$ cat src/rtl/core/assert_macros.svh
// Assertion macros used by the scan controller of the k-th occurrence lookup block.
`ifndef ASSERT_MACROS_SVH
`define ASSERT_MACROS_SVH

`ifndef ASSERT_OFF
// Property must hold at every clock edge out of reset.
`define ASSERT_CLK(lbl, clk, rstn, prop, msg) \
  lbl: assert property (@(posedge clk) disable iff (!rstn) prop) else $error(msg);
// Condition must never be seen at a clock edge out of reset.
`define ASSERT_NEVER(lbl, clk, rstn, cond, msg) \
  lbl: assert property (@(posedge clk) disable iff (!rstn) !(cond)) else $error(msg);
`else
`define ASSERT_CLK(lbl, clk, rstn, prop, msg)
`define ASSERT_NEVER(lbl, clk, rstn, cond, msg)
`endif

`endif

$ cat src/rtl/core/kol_pkg.sv
// Package: widths, action codes and shared types of the k-th occurrence lookup.
`default_nettype none
package kol_pkg;

  localparam int KOL_ACT_W     = 2;
  localparam int KOL_VAL_W     = 32;
  localparam int KOL_OCC_W     = 11;
  localparam int KOL_POS_W     = 11;
  localparam int KOL_MAX_ITEMS = 1024;

  localparam logic [KOL_ACT_W-1:0] ACT_CLEAR  = 2'd0;
  localparam logic [KOL_ACT_W-1:0] ACT_APPEND = 2'd1;
  localparam logic [KOL_ACT_W-1:0] ACT_QUERY  = 2'd2;

  // Finished query answer offered by the scan controller
  typedef struct packed {
    logic                 valid;
    logic [KOL_POS_W-1:0] position;
    logic                 found;
  } kol_res_t;

endpackage
`default_nettype wire

$ cat src/rtl/core/kol_if.sv
// Interfaces: request and result channels with valid/ready handshake.
`default_nettype none
interface kol_req_if;
  import kol_pkg::*;
  logic                        valid;
  logic                        ready;
  logic [KOL_ACT_W-1:0]        action;
  logic signed [KOL_VAL_W-1:0] value;
  logic [KOL_OCC_W-1:0]        occurrence;

  modport source (output valid, action, value, occurrence, input ready);
  modport sink   (input valid, action, value, occurrence, output ready);
endinterface

`default_nettype wire

$ cat src/rtl/core/kol_scan.sv
// Scan controller: element count, appends and the sequential query scan.
`default_nettype none
`include "assert_macros.svh"
module kol_scan
  import kol_pkg::*;
#(
  parameter int MAX_ITEMS = KOL_MAX_ITEMS
) (
  input  wire logic                         clk,
  input  wire logic                         rst_n,
  kol_req_if.sink                           in_chan,
  output kol_res_t                          res,
  input  wire logic                         res_take,
  output logic                              wr_en,
  output logic [$clog2(MAX_ITEMS)-1:0]      wr_addr,
  output logic [KOL_VAL_W-1:0]              wr_data,
  output logic                              rd_en,
  output logic [$clog2(MAX_ITEMS)-1:0]      rd_addr,
  input  wire logic [KOL_VAL_W-1:0]         rd_data
);

  localparam int AW = $clog2(MAX_ITEMS);
  localparam int CW = $clog2(MAX_ITEMS + 1);
  localparam int SW = (CW > KOL_OCC_W) ? CW : KOL_OCC_W;

  localparam logic [1:0] ST_IDLE = 2'd0;
  localparam logic [1:0] ST_SCAN = 2'd1;
  localparam logic [1:0] ST_DONE = 2'd2;

  logic [1:0]           state_r, state_nxt;
  logic [CW-1:0]        count_r, count_nxt;
  logic [CW-1:0]        addr_r, addr_nxt;
  logic                 rd_vld_r;
  logic [AW-1:0]        rd_idx_r;
  logic [SW-1:0]        seen_r, seen_nxt;
  logic [SW-1:0]        seen_inc;
  logic [KOL_VAL_W-1:0] value_r, value_nxt;
  logic [KOL_OCC_W-1:0] occ_r, occ_nxt;
  logic [KOL_POS_W-1:0] pos_r, pos_nxt;
  logic                 found_r, found_nxt;
  logic                 accept;
  logic                 match;
  logic                 hit;
  logic [CW-1:0]        pos_full;

  assign in_chan.ready = (state_r == ST_IDLE);
  assign accept        = in_chan.valid && in_chan.ready;

  // append writes the next free slot
  assign wr_en   = accept && (in_chan.action == ACT_APPEND) && (count_r != CW'(MAX_ITEMS));
  assign wr_addr = count_r[AW-1:0];
  assign wr_data = $unsigned(in_chan.value);

  // one read per cycle while unread elements remain
  assign rd_en   = (state_r == ST_SCAN) && (addr_r < count_r);
  assign rd_addr = addr_r[AW-1:0];

  // compare stage on the returned element
  assign match    = rd_vld_r && (rd_data == value_r);
  assign seen_inc = seen_r + 1'b1;
  assign hit      = match && (seen_inc == SW'(occ_r));
  assign pos_full = CW'(rd_idx_r) + 1'b1;

  assign res.valid    = (state_r == ST_DONE);
  assign res.position = pos_r;
  assign res.found    = found_r;

  // next-state logic
  always_comb begin
    state_nxt = state_r;
    count_nxt = count_r;
    addr_nxt  = addr_r;
    seen_nxt  = seen_r;
    value_nxt = value_r;
    occ_nxt   = occ_r;
    pos_nxt   = pos_r;
    found_nxt = found_r;
    case (state_r)
      ST_IDLE: begin
        if (accept) begin
          case (in_chan.action)
            ACT_CLEAR: begin
              count_nxt = '0;
            end
            ACT_APPEND: begin
              if (wr_en) begin
                count_nxt = count_r + 1'b1;
              end
            end
            ACT_QUERY: begin
              value_nxt = $unsigned(in_chan.value);
              occ_nxt   = in_chan.occurrence;
              addr_nxt  = '0;
              seen_nxt  = '0;
              pos_nxt   = '0;
              found_nxt = 1'b0;
              // zero occurrence answers at once
              state_nxt = (in_chan.occurrence == '0) ? ST_DONE : ST_SCAN;
            end
            default: begin
            end
          endcase
        end
      end
      ST_SCAN: begin
        if (rd_en) begin
          addr_nxt = addr_r + 1'b1;
        end
        if (match) begin
          seen_nxt = seen_inc;
        end
        if (hit) begin
          pos_nxt   = KOL_POS_W'(pos_full);
          found_nxt = 1'b1;
          state_nxt = ST_DONE;
        end else if (!rd_vld_r && !rd_en) begin
          // every stored element compared, too few occurrences
          state_nxt = ST_DONE;
        end
      end
      ST_DONE: begin
        if (res_take) begin
          state_nxt = ST_IDLE;
        end
      end
      default: begin
        state_nxt = ST_IDLE;
      end
    endcase
  end

  // control registers
  always_ff @(posedge clk) begin
    if (!rst_n) begin
      state_r  <= ST_IDLE;
      count_r  <= '0;
      rd_vld_r <= 1'b0;
    end else begin
      state_r  <= state_nxt;
      count_r  <= count_nxt;
      rd_vld_r <= rd_en;
    end
  end

  // payload registers
  always_ff @(posedge clk) begin
    addr_r   <= addr_nxt;
    rd_idx_r <= addr_r[AW-1:0];
    seen_r   <= seen_nxt;
    value_r  <= value_nxt;
    occ_r    <= occ_nxt;
    pos_r    <= pos_nxt;
    found_r  <= found_nxt;
  end

  `ASSERT_NEVER(a_count_bound, clk, rst_n, count_r > CW'(MAX_ITEMS), "count above capacity")
  `ASSERT_CLK(a_count_held, clk, rst_n, (state_r != ST_IDLE) |=> $stable(count_r), "count moved during query")
  `ASSERT_CLK(a_seen_below_k, clk, rst_n, (state_r == ST_SCAN) |-> (seen_r < SW'(occ_r)), "seen reached k in scan")
  `ASSERT_CLK(a_hit_reported, clk, rst_n, (state_r == ST_SCAN && hit) |=> (res.valid && res.found), "hit not reported")

endmodule
`default_nettype wire

$ cat src/flat_wrapper.sv
// flat-port wrapper written by rule: the top's interface ports become plain ports
module kol_scan_flat import kol_pkg::*;
#(
  parameter int MAX_ITEMS = KOL_MAX_ITEMS
)
  (clk, rst_n, res, res_take, wr_en, wr_addr, wr_data, rd_en, rd_addr, rd_data, in_chan_valid, in_chan_action, in_chan_value, in_chan_occurrence, in_chan_ready);
  kol_req_if in_chan_i ();
  input  wire logic clk;
  input  wire logic rst_n;
  output kol_res_t res;
  input  wire logic res_take;
  output logic wr_en;
  output logic [$clog2(MAX_ITEMS)-1:0] wr_addr;
  output logic [KOL_VAL_W-1:0] wr_data;
  output logic rd_en;
  output logic [$clog2(MAX_ITEMS)-1:0] rd_addr;
  input  wire logic [KOL_VAL_W-1:0] rd_data;
  input wire logic [$bits(in_chan_i.valid)-1:0] in_chan_valid;
  input wire logic [$bits(in_chan_i.action)-1:0] in_chan_action;
  input wire logic [$bits(in_chan_i.value)-1:0] in_chan_value;
  input wire logic [$bits(in_chan_i.occurrence)-1:0] in_chan_occurrence;
  output wire logic [$bits(in_chan_i.ready)-1:0] in_chan_ready;
  assign in_chan_i.valid = in_chan_valid;
  assign in_chan_i.action = in_chan_action;
  assign in_chan_i.value = in_chan_value;
  assign in_chan_i.occurrence = in_chan_occurrence;
  assign in_chan_ready = in_chan_i.ready;
  kol_scan #(.MAX_ITEMS(MAX_ITEMS)) u_core (.clk(clk), .rst_n(rst_n), .in_chan(in_chan_i), .res(res), .res_take(res_take), .wr_en(wr_en), .wr_addr(wr_addr), .wr_data(wr_data), .rd_en(rd_en), .rd_addr(rd_addr), .rd_data(rd_data));
endmodule
$ cat config.mk
export PLATFORM = sky130hd
export DESIGN_NAME = kol_scan_flat
export DESIGN_NICKNAME = d
export VERILOG_FILES = /design/src/rtl/core/kol_pkg.sv /design/src/rtl/core/kol_if.sv /design/src/rtl/core/kol_scan.sv /design/src/flat_wrapper.sv
export VERILOG_INCLUDE_DIRS = /design/src /design/src/rtl/core
export SDC_FILE = /design/constraint.sdc
export NUM_CORES = 1
export LEC_CHECK = 0
export ABC_AREA = 0
export BUFFER_PORTS_ARGS = -buffer_cell sky130_fd_sc_hd__clkbuf_2
export CAP_MARGIN = 20
export CORE_MARGIN = 3
export CORE_UTILIZATION = 56
export DETAILED_ROUTE_END_ITERATION = 16
export GPL_ROUTABILITY_DRIVEN = 0
export PLACE_DENSITY = 0.9
export SLEW_MARGIN = 20
export SYNTH_ARGS = -nofsm -noshare
export SYNTH_HDL_FRONTEND = slang
export SYNTH_SLANG_ARGS = --single-unit
$ cat constraint.sdc
create_clock -name clk -period 7.5 [get_ports clk]
set_input_delay 1.5 -clock clk [delete_from_list [all_inputs] [get_ports clk]]
set_output_delay 1.5 -clock clk [all_outputs]
set_load 0.02 [all_outputs]
### Yosys cells after proc, flatten, opt, wreduce, memory -nomap -nowiden

Index checks and enable logic that the tools add are counted.

| cells by class | value |
|---|---|
| add/subtract/negate cells | 4 |
| equality and inequality tests | 15 |
| muxes and demuxes | 21 |
| magnitude comparators | 1 |
| reductions and logical operators | 20 |

Operators with widths:

| kind | count |
|---|---|
| 11-bit case mux with 2 select lines | 4 |
| 11-bit two-way mux | 6 |
| 11-bit by 1-bit adder with 11-bit output, second input constant | 3 |
| 32-bit == test | 1 |
| 4-bit AND reduction | 5 |
| 2-bit two-way mux | 6 |
| 10-bit by 1-bit adder with 11-bit output, second input constant | 1 |
| 11-bit == test | 1 |
| 11-bit logical NOT | 1 |
| 11-bit < comparator | 1 |
| 11-bit inequality test, second input constant | 1 |
| 2-bit by 1-bit inequality test with 1-bit output, second input constant | 4 |
| 1-bit logical AND | 7 |
| 2-bit inequality test, second input constant | 3 |
| 2-bit case mux with 3 select lines | 1 |
| 2-bit by 1-bit == test with 1-bit output, second input constant | 2 |
| 2-bit == test, second input constant | 2 |
| 2-bit logical NOT | 2 |
| 2-bit nonzero test | 2 |
| 1-bit two-way mux | 3 |
| 3-bit by 2-bit inequality test with 1-bit output, second input constant | 1 |
| 3-bit AND reduction | 1 |
| 1-bit logical NOT | 2 |
| 1-bit case mux with 2 select lines | 1 |

| word-level totals | value |
|---|---|
| register bits after elaboration | 101 |
| logic and storage cells | 71 |

### Logic depth before layout (Yosys ltp)

Gate-level depths: netlist of the first run.

| depth | value |
|---|---|
| word-level depth | 7 |
| depth in mapped cells | 8 |
| depth with buffers taken out | 8 |

### Least setup slack after synthesis of the first run

Ideal clock, no wire load.

| timing | value |
|---|---|
| kind | input port to output port |
| start point | input in_chan_action[1] |
| end point | output wr_en |
| data required time | 6000 ps |
| cell stages on the path | 3 |
| data arrival time | 2256 ps |
| path slack | 3744 ps |
| cell sequence | nand3b_1 a31oi_1 and3b_1 |

| on the way | value |
|---|---|
| longest elaborated chain between the ends | 3 |

RTL lines:

| element | line | RTL |
|---|---|---|
| start: declaration | flat_wrapper.sv:19 | `input wire logic [$bits(in_chan_i.action)-1:0] in_chan_action;` |
| 2-bit by 1-bit == test with 1-bit output | kol_scan.sv:50 | `assign wr_en = accept && (in_chan.action == ACT_APPEND) && (count_r != CW'(MAX_ITEMS));` |
| 1-bit logical AND (2 in a row) | kol_scan.sv:50 |  |
| end: declaration | flat_wrapper.sv:12 | `output logic wr_en;` |

Every way passes these cells.

### Final worst setup path of the first run

| timing | value |
|---|---|
| start point | register u_core.addr_r[2] |
| end point | output rd_en |

| on the way | value |
|---|---|
| longest elaborated chain between the ends | 2 |

RTL lines:

| element | line | RTL |
|---|---|---|
| start: declaration | kol_scan.sv:32 | `logic [CW-1:0] addr_r, addr_nxt;` |
| start signal: assignment | kol_scan.sv:147 | `addr_r <= addr_nxt;` |
| 11-bit < comparator | kol_scan.sv:55 | `assign rd_en = (state_r == ST_SCAN) && (addr_r < count_r);` |
| 1-bit logical AND | kol_scan.sv:55 |  |
| end: declaration | flat_wrapper.sv:15 | `output logic rd_en;` |

Every way passes these cells.

==> results of run 1 <==
-- synthesized netlist by cell type, types with 3 or more instances --
master    number
nand2b_1       4
o21ai_0       14
clkbuf_1       3
edfxtp_1      77
or3_1          5
nand4_1        5
a21oi_1       10
a31oi_1        3
nand2_1       22
and2_1         6
xnor2_1       24
nor4_1        12
buf_2          3
buf_4         53
xor2_1        47
nand3_1       18
ha_1          15
nor3_1         8
dfxtp_1       24
nor2b_1        4
and3_1         8
inv_1         17
nor2_1        42
-- report_power, final --
group | internal, mW | switching [mW]
combinational | 0.0511 | 0.0798
clock | 0.157 | 0.195
sequential | 0.624 | 0.0177
-- layout make-up --
cell class                 count  area (sq um)  share of cell area
sequential                   101          2790               0.478
tap                          108           135              0.0231
multi-input combinational    279          1900               0.325
clock buffer                  10           128              0.0218
clock inverter                 6          68.8              0.0118
timing repair buffer         150           756               0.129
inverter                      17          63.8              0.0109
-- metal layers --
| metal | vias to the layer above | global-route usage |
|---|---|---|
| li1 | 1765 | - |
| met1 | 1774 | 0.275 |
| met2 | 212 | 0.392 |
| met3 | 29 | 0.0505 |
| met4 | 0 | 0.109 |
| met5 | - | 0 |
-- state kept, by name, summed over array words and instances (netlist names) --
name,cells
u_core.value_r,32
u_core.state_r,2
u_core.addr_r,11
u_core.rd_vld_r,1
u_core.rd_idx_r,10
u_core.pos_r,11
u_core.occ_r,11
u_core.count_r,11
u_core.found_r,1
u_core.seen_r,11
-- logic make-up after synthesis --
family | after synthesis
xor+xnor | 72
buf+inv | 76
compound gates | 41
mux | 2
fa+ha+maj | 15
flops | 101
simple gates | 149
-- final timing paths --
kind	startpoint	end	slack, ns	cells after the start
max reg2reg	u_core.seen_r[0]	u_core.found_r	4.34	7
max	u_core.addr_r[2]	rd_en	3.34	7
min	u_core.addr_r[5]	u_core.rd_idx_r[5]	0.51	0
min reg2reg	u_core.addr_r[5]	u_core.rd_idx_r[5]	0.51	0
-- per-stage QoR --
step	area [sq um]	cells	utilization	setup slack (ns)	hold slack [ns]
after global routing	5840	671	0.660	3.21	0.546
after global placement	5640	655	0.638	3.48	0.510
after CTS	5840	671	0.660	3.36	0.530
after floorplan	5180	456	-	3.74	0.414
final	5840	671	0.660	3.34	0.513
after detailed placement	5640	655	0.638	3.37	0.513
==> flow_metrics.env, run 1 <==
export IMPL_cp_top_family="compound AO/OA/AOI/OAI gates"
export IMPL_slew_viol_final=0
export IMPL_skew_ns=0.0126
export IMPL_synth_top_area_cell="edfxtp_1"
export IMPL_finalSetupViolations=0
export IMPL_synth_xor_area_share=0.125
export IMPL_cts_repair_resized=0
export IMPL_remaining_drc_errors=0
export IMPL_n_fill_cell=656
export IMPL_async_reset_ff_frac=0
export IMPL_final_cell_mix="clkbuf_2, edfxtp_1, xor2_1"
export IMPL_die_w_um=102
export IMPL_peakVddDrop_mv=0.113
export IMPL_path_cells="ha_1 > nand2_1 > o21ai_0 > a41oi_1 > o311ai_1 > inv_1 > clkbuf_2"
export IMPL_fin_tns_setup_ns=0
export IMPL_cts_made_buffers=9
export IMPL_cts_tree="done"
export IMPL_grt_usage=0.229
export IMPL_ys_warnings_count=0
export IMPL_wire_per_inst_um=17.6
export IMPL_antenna_found_initial=0
export IMPL_drive_gt1_frac=0.307
export IMPL_via_count=3780
export IMPL_post_route_min_period_ns=4.16
export IMPL_power_leakage_nw=2.35
export IMPL_hold_class="reg2reg"
export IMPL_relSlewSlack=0.540
export IMPL_grt_pass1_vias=3806
export IMPL_wl_met3_um=983
export IMPL_layout_nets=654
export IMPL_cp_end_kind="output port"
export IMPL_synth_flop_cell="edfxtp_1"
export IMPL_wl_met1_um=4580
export IMPL_hold_buffers=0
export IMPL_drtAntennaViolNets=0
export IMPL_synth_distinct_cells=51
export IMPL_avgViaCountPerCell=5.63
export IMPL_hpwl_um=9000
export IMPL_post_cts_buffers=0
export IMPL_crit_fanout=8
export IMPL_routed_top_layer="met4"
export IMPL_synth_compound_area_share=0.0495
export IMPL_crit_path_top_delay_cell="o311ai_1"
export IMPL_layout_commonest_cell="clkbuf_2"
export IMPL_clk_pin_slew_ns=0.11
export IMPL_clock_path_buffers=2
export IMPL_critical_path_class="reg2out"
export IMPL_cts_root_buf="clkbuf_8"
export IMPL_worst_slew_pin_slew_ns=0.679
export IMPL_wirelength_um=11800
export IMPL_synthAdderAreaFrac=0.0362
export IMPL_antenna_cells_inserted=0
export IMPL_cap_violations=0
export IMPL_max_freq_mhz=240
export IMPL_core_area_sq_mm=0.00885
export IMPL_die_area_sq_mm=0.0104
export IMPL_initial_core_util=0.585
export IMPL_yosysSeqAreaShare=0.539
export IMPL_syn_area_sq_mm=0.00518
export IMPL_arrival_ns=2.66
export IMPL_grt_max_degree=44
export IMPL_hold_violations=0
export IMPL_crit_path_start_kind="register"
export IMPL_fin_crit_sh=0.555
export IMPL_netlist_instances=456
export IMPL_synth_edf_count=77
export IMPL_htree_num_levels=3
export IMPL_synth_top_area_share=0.447
export IMPL_synth_top_family_by_area="simple AND/OR/NAND/NOR gates"
export IMPL_area_growth_pct=12.9
export IMPL_rows=34
export IMPL_yosys_area_share_simple=0.152
export IMPL_rsz0062_at_grt="no"
export IMPL_cts_sinks=101
export IMPL_ios=149
export IMPL_grt_overflow_total=0
export IMPL_p_total_mw=1.12
export IMPL_buffer_ports_inserted=148
export IMPL_drt_initial_drc_count=221
export IMPL_firstDrtPassIters=4
export IMPL_grt_pass1_wl_um=18400
export IMPL_cp_buffers_inverters=2
export IMPL_synthTopCellsByArea="edfxtp_1, dfxtp_1, xor2_1"
export IMPL_routed_wl_met2_um=5930
export IMPL_outcome="finished, final reports clean"
export IMPL_clkLatencyLatePin_ns=0.37
export IMPL_syn_nets=552
export IMPL_synth_seq_cells=101
export IMPL_cpPeakStageDelay_ns=0.60
export IMPL_cp_required_ns=6.00
export IMPL_pwr_density_cell_mw_per_mm2=192
export IMPL_synth_avg_cell_area_sq_um=11.4
export IMPL_die_h_um=102
export IMPL_synthMuxAreaShare=0.00387
Note: power is estimated with default switching activity, not from simulation.
==> inputs of run 2 (changes only) <==
--- a/config.mk
+++ b/config.mk
@@ -6,14 +6,14 @@
 export SDC_FILE = /design/constraint.sdc
 export NUM_CORES = 1
 export LEC_CHECK = 0
-export ABC_AREA = 0
+export ABC_AREA = 1
 export BUFFER_PORTS_ARGS = -buffer_cell sky130_fd_sc_hd__clkbuf_2
 export CAP_MARGIN = 20
 export CORE_MARGIN = 3
-export CORE_UTILIZATION = 56
+export CORE_UTILIZATION = 53
 export DETAILED_ROUTE_END_ITERATION = 16
 export GPL_ROUTABILITY_DRIVEN = 0
-export PLACE_DENSITY = 0.9
+export PLACE_DENSITY = 0.86
 export SLEW_MARGIN = 20
 export SYNTH_ARGS = -nofsm -noshare
 export SYNTH_HDL_FRONTEND = slang
==> constraint.sdc (replaced) <==
create_clock -name clk -period 4.2 [get_ports clk]
set_input_delay 0.84 -clock clk [delete_from_list [all_inputs] [get_ports clk]]
set_output_delay 0.84 -clock clk [all_outputs]
set_load 0.02 [all_outputs]
==> run 2 against run 1 <==
Compared with the run above: setup slack worse by 2.1 ns; sequential power increased by 120%; count of clock-buffer cells in the layout unchanged; total power grew to 2.5 times the previous value; clock power grew 78%; utilization decreased by 3.8 points; first-iteration DRC count grew 6.3%; non-clock buffer count is 1 higher; hold slack worse by 0.031 ns; via count rose by 12%; global-route usage fell by 2.2 points; critical path type is now reg2reg; critical endpoint is now u_core.pos_r[7].
==> flow_metrics.env, run 2 <==
export IMPL_fin_tns_setup_ns=0
export IMPL_drtAntennaViolNets=0
export IMPL_r2r_end="u_core.pos_r[7]"
export IMPL_crit_path_start_kind="register"
export IMPL_clock_path_buffers=2
export IMPL_drive_gt1_frac=0.242
export IMPL_layout_nets=806
export IMPL_worst_slew_pin_slew_ns=0.986
export IMPL_cp_end_kind="register"
export IMPL_path_cells="ha_1 > nand2_1 > nor2_1 > nand2_1 > nand2_1 > nand3_1 > nand2_1 > nor2_1 > nand2_1 > nor2_1 > nand3_1 > a211oi_2"
export IMPL_outcome="finished, final reports clean"
export IMPL_die_area_sq_mm=0.0114
export IMPL_hold_class="reg2reg"
export IMPL_critPathCapture="u_core.pos_r[7]"
export IMPL_antenna_cells_inserted=0
export IMPL_top_register="u_core.value_r"
export IMPL_buffer_ports_inserted=148
export IMPL_r2r_cells=12
export IMPL_hold_violations=0
export IMPL_hpwl_um=8920
export IMPL_final_cell_mix="clkbuf_2, nand2_1, inv_1"
export IMPL_slew_viol_final=0
export IMPL_clkLatencyLatePin_ns=0.37
export IMPL_crit_fanout=12
export IMPL_fin_crit_sh=0.703
export IMPL_synth_edf_count=77
export IMPL_place_ws_ns=1.07
export IMPL_synthTopCellsByArea="edfxtp_1, dfxtp_1, nand2_1"
export IMPL_cts_tree="done"
export IMPL_layout_commonest_cell="clkbuf_2"
export IMPL_synth_avg_cell_area_sq_um=8.93
export IMPL_synth_flop_cell="edfxtp_1"
export IMPL_async_reset_ff_frac=0
export IMPL_crit_start="u_core.seen_r[0]"
export IMPL_area_growth_pct=13.7
export IMPL_wirelength_um=11400
export IMPL_post_cts_buffers=0
export IMPL_hold_ws_ns=0.482
export IMPL_grt_usage=0.207
export IMPL_rows=36
export IMPL_ios=149
export IMPL_finalSetupViolations=0
export IMPL_largest_reg_flops=32
export IMPL_arrival_ns=2.95
export IMPL_final_cell_area_sq_mm=0.00614
export IMPL_core_area_sq_mm=0.00986
export IMPL_grt_overflow_total=0
export IMPL_relSlewSlack=0.342
export IMPL_antenna_found_initial=0
export IMPL_rsz0062_at_grt="no"
export IMPL_cpPeakStageDelay_ns=0.83
export IMPL_n_fill_cell=787
export IMPL_grt_max_degree=29
export IMPL_cts_made_buffers=9
export IMPL_cts_repair_resized=0
export IMPL_ys_warnings_count=0
export IMPL_cap_violations=0
export IMPL_peakVddDrop_mv=0.233
export IMPL_grt_pass1_wl_um=18900
export IMPL_htree_num_levels=3
export IMPL_synthTopCellsByCount="nand2_1, inv_1, edfxtp_1, nor2_1, buf_4"
export IMPL_synth_distinct_cells=28
export IMPL_avgViaCountPerCell=5.01
export IMPL_pwr_density_cell_mw_per_mm2=458
export IMPL_firstDrtPassIters=5
export IMPL_synth_seq_cells=101
export IMPL_wire_per_inst_um=13.4
export IMPL_grt_pass1_vias=4226
export IMPL_placed_cell_area_sq_mm=0.00594
export IMPL_initial_core_util=0.548
export IMPL_max_freq_mhz=339
export IMPL_reg2reg_from="u_core.seen_r[0]"
export IMPL_worst_slack_ns=1.25
export IMPL_crit_top_cell="nand2_1"
export IMPL_syn_nets=701
export IMPL_synth_top_area_share=0.428
export IMPL_critical_path_class="reg2reg"
export IMPL_drt_initial_drc_count=235
export IMPL_cts_sinks=101
export IMPL_skew_ns=0.0132
export IMPL_synth_most_common_cell="nand2_1"
export IMPL_synth_top_area_cell="edfxtp_1"
export IMPL_cp_required_ns=4.20
export IMPL_syn_area_sq_mm=0.00540
export IMPL_crit_path_top_delay_cell="a211oi_2"
export IMPL_via_count=4245
export IMPL_hold_buffers=0
export IMPL_power_leakage_nw=2.75
export IMPL_yosysSeqAreaShare=0.517
export IMPL_r2r_slack_ns=1.25
export IMPL_clk_pin_slew_ns=0.10
export IMPL_netlist_instances=605
export IMPL_remaining_drc_errors=0
export IMPL_post_route_min_period_ns=2.95
export IMPL_die_h_um=107
export IMPL_cts_root_buf="clkbuf_8"
export IMPL_die_w_um=107
run 2: cell types whose count changed after synthesis, sizes merged, moves of 4 or more:
cell / previous run / this run
a211oi: 0 / 4
a21oi: 10 / 31
and2: 6 / 0
and3: 8 / 2
inv: 17 / 80
nand2: 22 / 127
nand2b: 4 / 0
nand3: 20 / 28
nor2: 43 / 70
nor2b: 4 / 0
nor3: 9 / 20
nor4: 12 / 6
or3: 6 / 0
xor2: 47 / 9
run 2: worst min-delay path by stage:
stage / from / end / slack (ns) / depth (start not counted)
6_report: u_core.addr_r[3] / u_core.rd_idx_r[3] / 0.48 / 0
5_1_grt: u_core.addr_r[3] / u_core.rd_idx_r[3] / 0.49 / 0
4_1_cts: u_core.addr_r[3] / u_core.rd_idx_r[3] / 0.48 / 0
3_5_place_dp: u_core.addr_r[3] / u_core.rd_idx_r[3] / 0.45 / 0
3_3_place_gp: u_core.addr_r[3] / u_core.rd_idx_r[3] / 0.45 / 0
2_1_floorplan: u_core.addr_r[3] / u_core.rd_idx_r[3] / 0.40 / 0
run 2: kinds of logic (layout without fill, tap and decap cells):
| kind of cell | after synthesis | count (layout) | synth area share |
|---|---|---|---|
| and+or+nand+nor | 265 | 265 | 0.208 |
| buffers and inverters | 137 | 247 | 0.133 |
| xor gates and xnor gates | 33 | 33 | 0.0535 |
| AOI/OAI and AO/OA | 54 | 54 | 0.0542 |
| adders and majority gates | 15 | 15 | 0.0347 |
| DFF | 101 | 101 | 0.517 |
run 2: final cells by class:
cell class                      instances  area [sq um]  area share
Tap cell                              133           166      0.0271
Clock buffer                           10           149      0.0242
Sequential cell                       101          2790       0.455
Clock inverter                          6          51.3     0.00835
Inverter                               80           300      0.0489
Multi-Input combinational cell        367          1910       0.310
Timing Repair Buffer                  151           776       0.126
run 2: power breakdown:
| group | internal [mW] | switching (mW) |
|---|---|---|
| combinational | 0.267 | 0.542 |
| clock | 0.262 | 0.363 |
| sequential | 1.27 | 0.103 |
| total | 1.80 | 1.01 |
run 2: per-layer routing:
metal | wire length, um | up-vias | track usage
li1 | - | 2139 | -
met1 | 4410 | 1939 | 0.251
met2 | 5980 | 152 | 0.365
met3 | 780 | 15 | 0.0391
met4 | 176 | 0 | 0.0831
met5 | 0 | - | 0
run 2: critical path, delay by kind of cell, from the launching register on:
family,cells,cell delay [ns]
simple gates,10,1.00
compound gates,1,0.83
flops,1,0.48
fa+ha+maj,1,0.26
run 2: per-stage QoR:
step           utilization  cells  total power [mW]
2_1_floorplan            -    605              1.98
3_3_place_gp         0.600    831              2.15
3_5_place_dp         0.602    832              2.21
4_1_cts              0.623    848              2.82
5_1_grt              0.623    848              2.98
6_report             0.623    848              2.81
